**src/design/linear_contrast_stretch_unit_assert.svh**
```systemverilog
// assertion macros for the contrast stretch unit
`ifndef LINEAR_CONTRAST_STRETCH_UNIT_ASSERT_SVH
`define LINEAR_CONTRAST_STRETCH_UNIT_ASSERT_SVH

`ifndef SYNTHESIS

// condition holds at every clock edge outside reset
`define LCS_ASSERT(label, cond, msg) \
    label: assert property (@(posedge i_clk) disable iff (!i_rst_n) (cond)) else $error(msg);

// trigger implies the condition in the next cycle
`define LCS_ASSERT_NEXT(label, trig, cond, msg) \
    label: assert property (@(posedge i_clk) disable iff (!i_rst_n) (trig) |=> (cond)) \
        else $error(msg);

`else

`define LCS_ASSERT(label, cond, msg)
`define LCS_ASSERT_NEXT(label, trig, cond, msg)

`endif

`endif

```
**src/design/lcs_pkg.sv**
```systemverilog
// shared types and constants of the contrast stretch unit
package lcs_pkg;

    // default pixel width
    localparam int PIXEL_BITS_DEF = 8;

    // sequencer states
    typedef enum logic [1:0] {
        ST_IDLE,
        ST_SETUP,
        ST_DIV,
        ST_WAIT
    } t_state;

endpackage

```
**src/design/linear_contrast_stretch_unit.sv**
```systemverilog
// min-max linear contrast stretch with a serial restoring divider
//
//  channel | valid    | stall    | payload
//  --------+----------+----------+--------------------------------------
//  input   | i_valid  | o_stall  | i_func, i_pixel_in, i_frame_end
//  output  | o_valid  | i_stall  | o_pixel_out, o_last_out
//
// a measure transaction updates min and max at acceptance.
// a normalize transaction passes through acceptance, a setup state, the
// PIXEL_BITS steps of the shared subtract-and-compare divider and a wait state
// that hands the quotient to the output register (flat or out-of-range pixels skip
// the divider). reset (synchronous, active low) sets min to all ones, max to 0.
// a stalled result waits in the output register; the next input is still taken.
module linear_contrast_stretch_unit #(
    parameter int PIXEL_BITS = lcs_pkg::PIXEL_BITS_DEF
) (
    input  logic                  i_clk,
    input  logic                  i_rst_n,
    input  logic                  i_valid,
    output logic                  o_stall,
    input  logic                  i_func,
    input  logic [PIXEL_BITS-1:0] i_pixel_in,
    input  logic                  i_frame_end,
    output logic                  o_valid,
    input  logic                  i_stall,
    output logic [PIXEL_BITS-1:0] o_pixel_out,
    output logic                  o_last_out
);

`include "linear_contrast_stretch_unit_assert.svh"

    localparam int CNT_W = $clog2(PIXEL_BITS + 1);
    localparam logic [PIXEL_BITS-1:0] PIX_MAX = {PIXEL_BITS{1'b1}};
    localparam logic [CNT_W-1:0] LAST_STEP = CNT_W'(PIXEL_BITS - 1);

    lcs_pkg::t_state r_state, n_state;

    logic [PIXEL_BITS-1:0]   r_low, n_low;
    logic [PIXEL_BITS-1:0]   r_high, n_high;
    logic [PIXEL_BITS-1:0]   r_pix, n_pix;
    logic                    r_last, n_last;
    logic [PIXEL_BITS-1:0]   r_span, n_span;
    logic [PIXEL_BITS:0]     r_rem, n_rem;
    logic [PIXEL_BITS-1:0]   r_num, n_num;
    logic [PIXEL_BITS-1:0]   r_quot, n_quot;
    logic [CNT_W-1:0]        r_cnt, n_cnt;
    logic                    r_out_valid, n_out_valid;
    logic [PIXEL_BITS-1:0]   r_out_pix, n_out_pix;
    logic                    r_out_last, n_out_last;

    logic                    in_take;
    logic                    out_load;
    logic [PIXEL_BITS-1:0]   diff;
    logic [2*PIXEL_BITS-1:0] prod;
    logic [PIXEL_BITS:0]     trial;
    logic                    fits;

    assign o_stall     = (r_state != lcs_pkg::ST_IDLE);
    assign in_take     = i_valid && !o_stall;
    assign o_valid     = r_out_valid;
    assign o_pixel_out = r_out_pix;
    assign o_last_out  = r_out_last;

    // setup arithmetic: (p - min) * PIX_MAX as a shift and subtract
    assign diff = r_pix - r_low;
    assign prod = {diff, {PIXEL_BITS{1'b0}}} - {{PIXEL_BITS{1'b0}}, diff};

    // shared divider step
    assign trial = {r_rem[PIXEL_BITS-1:0], r_num[PIXEL_BITS-1]};
    assign fits  = (trial >= {1'b0, r_span});

    // result moves to the output register when that register is free or being taken
    assign out_load = (r_state == lcs_pkg::ST_WAIT) && (!r_out_valid || !i_stall);

    // state register and datapath registers
    always_ff @(posedge i_clk) begin
        if (!i_rst_n) begin
            r_state     <= lcs_pkg::ST_IDLE;
            r_low       <= PIX_MAX;
            r_high      <= '0;
            r_out_valid <= 1'b0;
        end else begin
            r_state     <= n_state;
            r_low       <= n_low;
            r_high      <= n_high;
            r_out_valid <= n_out_valid;
        end
        r_pix      <= n_pix;
        r_last     <= n_last;
        r_span     <= n_span;
        r_rem      <= n_rem;
        r_num      <= n_num;
        r_quot     <= n_quot;
        r_cnt      <= n_cnt;
        r_out_pix  <= n_out_pix;
        r_out_last <= n_out_last;
    end

    // sequencer and next values
    always_comb begin
        n_state     = r_state;
        n_low       = r_low;
        n_high      = r_high;
        n_pix       = r_pix;
        n_last      = r_last;
        n_span      = r_span;
        n_rem       = r_rem;
        n_num       = r_num;
        n_quot      = r_quot;
        n_cnt       = r_cnt;
        n_out_valid = r_out_valid;
        n_out_pix   = r_out_pix;
        n_out_last  = r_out_last;

        // output register drains when taken
        if (r_out_valid && !i_stall) begin
            n_out_valid = 1'b0;
        end

        unique case (r_state)
            lcs_pkg::ST_IDLE: begin
                if (in_take) begin
                    if (i_func) begin
                        n_pix   = i_pixel_in;
                        n_last  = i_frame_end;
                        n_state = lcs_pkg::ST_SETUP;
                    end else begin
                        // measure transaction: running min and max
                        if (i_pixel_in < r_low) begin
                            n_low = i_pixel_in;
                        end
                        if (i_pixel_in > r_high) begin
                            n_high = i_pixel_in;
                        end
                    end
                end
            end
            lcs_pkg::ST_SETUP: begin
                n_span = r_high - r_low;
                n_rem  = {1'b0, prod[2*PIXEL_BITS-1:PIXEL_BITS]};
                n_num  = prod[PIXEL_BITS-1:0];
                n_cnt  = '0;
                priority if (r_high <= r_low || r_pix <= r_low) begin
                    // flat or empty range, or pixel at or below min
                    n_quot  = '0;
                    n_state = lcs_pkg::ST_WAIT;
                end else if (r_pix >= r_high) begin
                    n_quot  = PIX_MAX;
                    n_state = lcs_pkg::ST_WAIT;
                end else begin
                    n_quot  = '0;
                    n_state = lcs_pkg::ST_DIV;
                end
            end
            lcs_pkg::ST_DIV: begin
                // one quotient bit per cycle
                n_rem  = fits ? (trial - {1'b0, r_span}) : trial;
                n_num  = r_num << 1;
                n_quot = (r_quot << 1) | {{(PIXEL_BITS-1){1'b0}}, fits};
                n_cnt  = r_cnt + 1'b1;
                if (r_cnt == LAST_STEP) begin
                    n_state = lcs_pkg::ST_WAIT;
                end
            end
            lcs_pkg::ST_WAIT: begin
                if (out_load) begin
                    n_out_valid = 1'b1;
                    n_out_pix   = r_quot;
                    n_out_last  = r_last;
                    // end of frame returns the range to its reset values
                    if (r_last) begin
                        n_low  = PIX_MAX;
                        n_high = '0;
                    end
                    n_state = lcs_pkg::ST_IDLE;
                end
            end
            default: begin
                n_state = lcs_pkg::ST_IDLE;
            end
        endcase
    end

    // range is either in reset form or ordered
    `LCS_ASSERT(a_range_order, (r_low <= r_high) || (r_low == PIX_MAX && r_high == '0), "bad range")
    // divider remainder stays below the divisor
    `LCS_ASSERT(a_rem_bound, (r_state != lcs_pkg::ST_DIV) || (r_rem < {1'b0, r_span}), "bad remainder")
    // a finished quotient shows up on the output next cycle
    `LCS_ASSERT_NEXT(a_result_out, out_load, o_valid && (o_pixel_out == $past(r_quot)), "result lost")
    // measure transactions never leave the idle state
    `LCS_ASSERT_NEXT(a_measure_idle, in_take && !i_func, r_state == lcs_pkg::ST_IDLE, "measure left idle")

endmodule
```
**config.mk**
```make
export PLATFORM = sky130hd
export DESIGN_NAME = linear_contrast_stretch_unit
export DESIGN_NICKNAME = d
export VERILOG_FILES = /design/src/design/lcs_pkg.sv /design/src/design/linear_contrast_stretch_unit.sv
export VERILOG_INCLUDE_DIRS = /design/src /design/src/design
export SDC_FILE = /design/constraint.sdc
export NUM_CORES = 1
export LEC_CHECK = 0
export ABC_AREA = 1
export BUFFER_PORTS_ARGS = -buffer_cell sky130_fd_sc_hd__buf_2
export CAP_MARGIN = 20
export CORE_MARGIN = 2
export CORE_UTILIZATION = 50
export DETAILED_ROUTE_END_ITERATION = 8
export PLACE_DENSITY = 0.7
export SLEW_MARGIN = 0
export SYNTH_ARGS = -nofsm -noshare
export SYNTH_HDL_FRONTEND = slang
export SYNTH_SLANG_ARGS = --single-unit
```
**constraint.sdc**
```tcl
create_clock -name i_clk -period 4.42 [get_ports i_clk]
set_clock_uncertainty 0.2 [all_clocks]
set_input_delay 0.442 -clock i_clk [delete_from_list [all_inputs] [get_ports i_clk]]
set_output_delay 0.442 -clock i_clk [all_outputs]
set_load 0.02 [all_outputs]
```
==> results.md <==
* Status: finished clean
* Starting density of the core at 0.509
* Finish-stage setup viols at 0
* Clock H-tree levels at 3
* Slowest cell delay on critical path at 0.74 ns
* Largest net degree at the start of global routing at 37
* Vias at 3,953
* WL/cell at 14.2 µm
* DP Worst Slack at 1.70 ns
* CP Launch Type: register
* WS Path Type: reg2reg
* Clk Latency, worst-skew pair at 0.37 ns
* FP Rows at 36
* Part of the power in registers at 0.303
* Drc violations at 0
* Fin Setup TNS at 0 ns
* PnR worst setup slack at 1.61 ns
* Fmax at 355 MHz
* Comb power frac at 0.572
* Hold Path Class: in2reg
* Net Sw Frac at 0.468
* Area Overhead vs Synth at 9.11%
* Pre-antenna DRT Iters at 5
* Area of the die at 10,600 µm²
* Internal power at 0.00228 W
* Number of DRC markers in iteration 0 at 236
* Setup bufs post-CTS at 0
* #FFs+latches synth at 73
* Clock Power Share at 0.125
* Max-slew headroom at 0.354
* Routability Congestion at 0.867
* Sw power at 0.00200 W
* N_diodes at 0
* Via/cell ratio at 5.22
* Fin nets at 691
* Die span in y at 103 µm
* Vias in the first global route at 3,914
* First-pass GRT wire length at 18,200 µm
* Worst-path clk slew at 0.08 ns
* Power density over cell area at 800 nW/µm²
* DRT Wirelength at 10,800 µm
* Sequential-to-total area share from yosys stat at 0.408
* Final Max Slew Viols at 0
* Antenna Violating Nets Remaining at 0
* Synth Instances at 595
* Worst path arrival time at 2.85 ns
* Max rail drop VDD at 0.000536 V
* Mean post-synth cell area at 8.24 µm²
* Port Buffers at 24
* Clk root buf: clkbuf_8
* Post-synth net total at 666
* Worst path cell trace: inv_1, ha_1, inv_1, o22ai_1, a211oi_4, nand2_1, nand2_1, nand3_1
* RSZ-0062 raised after global routing: false
* I/O pins at 25
* Initial antenna violation count at 0
* CTS tree: yes
* Critical path endpoint category: register
* Post-DP HPWL at 8360 µm
* Yosys warns at 0
* Max Cap Viol at 0
* Final hold vios at 0
* Die X at 103 µm
* Cts bufs inserted at 9
* Critical path fanouts, max at 25
* Worst-margin pin slew at 0.969 ns
* Kind of cell adding the most delay to the critical path: compound AO/OA/AOI/OAI gates
* Layout cell share with drive strength beyond 1 at 0.107
* Buf/Inv on CP at 2
* Tmin final at 2.81 ns
* Post-synth cell types at 38
* CTS Hold Bufs at 0
* Post-CTS Resized at 0
* Clk sinks at 73
* Final Core Density at 0.555
* CP max stage cell: a211oi_4
* Clk buf depth at 2
* Fin crit share at 0.637
* Total global-route track usage at 0.225
* Total core area at 9640 µm²
* Static Leak at 2.49 nW
* Grt total ovfl at 0
* Critical path required time at 4.45 ns
* Synth Cell Area at 4900 µm²
cell type report:
cell class	instances	area [µm²]
multi-input combinational	439	2580
inverter	71	267
clock buffer	9	124
timing repair buffer	26	135
fill	932	4290
sequential	73	2000
clock inverter	7	76.3
tap	133	166
path summary, 6_finish.rpt:
kind / from / endpoint / slack, ns / cells after the start
hold / removal: i_frame_end / r_last$_DFFE_PP_ / 0.05 / 1
setup / recovery: r_state[0]$_SDFFE_PN0P_ / r_low[3]$_SDFFE_PN1P_ / 1.61 / 8
hold reg to reg: r_quot[7]$_DFFE_PP_ / o_pixel_out[7]$_DFFE_PP_ / 0.24 / 0
setup reg to reg: r_state[0]$_SDFFE_PN0P_ / r_low[3]$_SDFFE_PN1P_ / 1.61 / 8
cells in the final DEF (no fill, tap or decap), types with 3 or more instances in the layout:
cell        n
a21oi_1    45
inv_1      65
o21ai_0    14
o21a_1      4
nor2_1     36
o31ai_1     3
nand4_1     5
xnor2_1    10
clkbuf_8    9
o211ai_1   14
nor3_1      3
edfxtp_1   54
dfxtp_1    19
nand3_1    38
nand3b_1    3
ha_1       55
inv_2       5
nor2_2      4
nand2_2     9
o21ai_1     3
nand2_1   171
buf_2      24
xor2_1      4
routing by layer:
layer,GRT usage,wire length [µm],vias up
li1,-,-,2051
met1,0.287,4940,1823
met2,0.382,5280,58
met3,0.0407,344,21
met4,0.0860,233,0
met5,0,0,-
metrics by stage:
| step | cell area [µm²] | hold slack (ns) | instances | total power (W) |
|---|---|---|---|---|
| finish | 5350 | 0.0486 | 758 | 0.00428 |
| global route | 5350 | 0.0433 | 758 | 0.00469 |
| CTS | 5350 | 0.0407 | 758 | 0.00429 |
| detailed placement | 5150 | 0.228 | 742 | 0.00374 |
| global placement | 5150 | 0.207 | 742 | 0.00366 |
| floorplan | 4900 | 0.200 | 595 | 0.00319 |
registers in the layout, summed over array words and instances (netlist names):
register,cells
r_low,8
r_pix,8
r_quot,8
r_rem,8
r_span,8
o_last_out,1
r_state,2
o_pixel_out,8
r_last,1
r_cnt,4
r_high,8
r_num,8
o_valid,1
power by group through the flow:
stage	Combinational, W	Clock [W]	Sequential [W]
final	0.00245	0.000537	0.00130
after global routing	0.00279	0.000574	0.00133
after CTS	0.00245	0.000547	0.00130
after detailed placement	0.00243	0	0.00131
after global placement	0.00236	0	0.00130
after floorplan	0.00193	0	0.00126
synth_stat cells:
master,number,area share
a211oi_1,1,0.0015
a211oi_4,1,0.0041
a21o_1,2,0.0031
a21oi_1,45,0.046
a31oi_1,2,0.0026
and3_1,1,0.0013
buf_1,2,0.0015
buf_2,5,0.0051
buf_4,1,0.0015
clkbuf_1,4,0.0031
clkinv_1,1,0.00076
dfxtp_1,19,0.078
edfxtp_1,54,0.33
fa_1,2,0.0082
ha_1,55,0.14
inv_1,65,0.050
inv_2,5,0.0038
nand2_1,171,0.13
nand2_2,9,0.011
nand3_1,38,0.039
nand3_2,1,0.0020
nand3_4,1,0.0036
nand3b_1,3,0.0046
nand4_1,5,0.0064
nor2_1,36,0.028
nor2_2,4,0.0051
nor2_4,2,0.0046
nor3_1,3,0.0031
o211ai_1,14,0.021
o21a_1,4,0.0061
o21ai_0,14,0.014
o21ai_1,3,0.0031
o21ai_2,1,0.0018
o22ai_1,2,0.0026
o31ai_1,3,0.0046
or2_2,2,0.0026
xnor2_1,10,0.018
xor2_1,4,0.0071
logic make-up (layout without fill, tap and decap cells):
| group | Yosys count | count (layout) | share of synthesized area |
|---|---|---|---|
| DFF | 73 | 73 | 0.408 |
| AOI/OAI and AO/OA | 92 | 92 | 0.111 |
| adders and majority gates | 57 | 57 | 0.148 |
| buffers and inverters | 83 | 113 | 0.0656 |
| and+or+nand+nor | 276 | 276 | 0.242 |
| xor gates and xnor gates | 14 | 14 | 0.0250 |
Power figures use the tool's default switching activity.
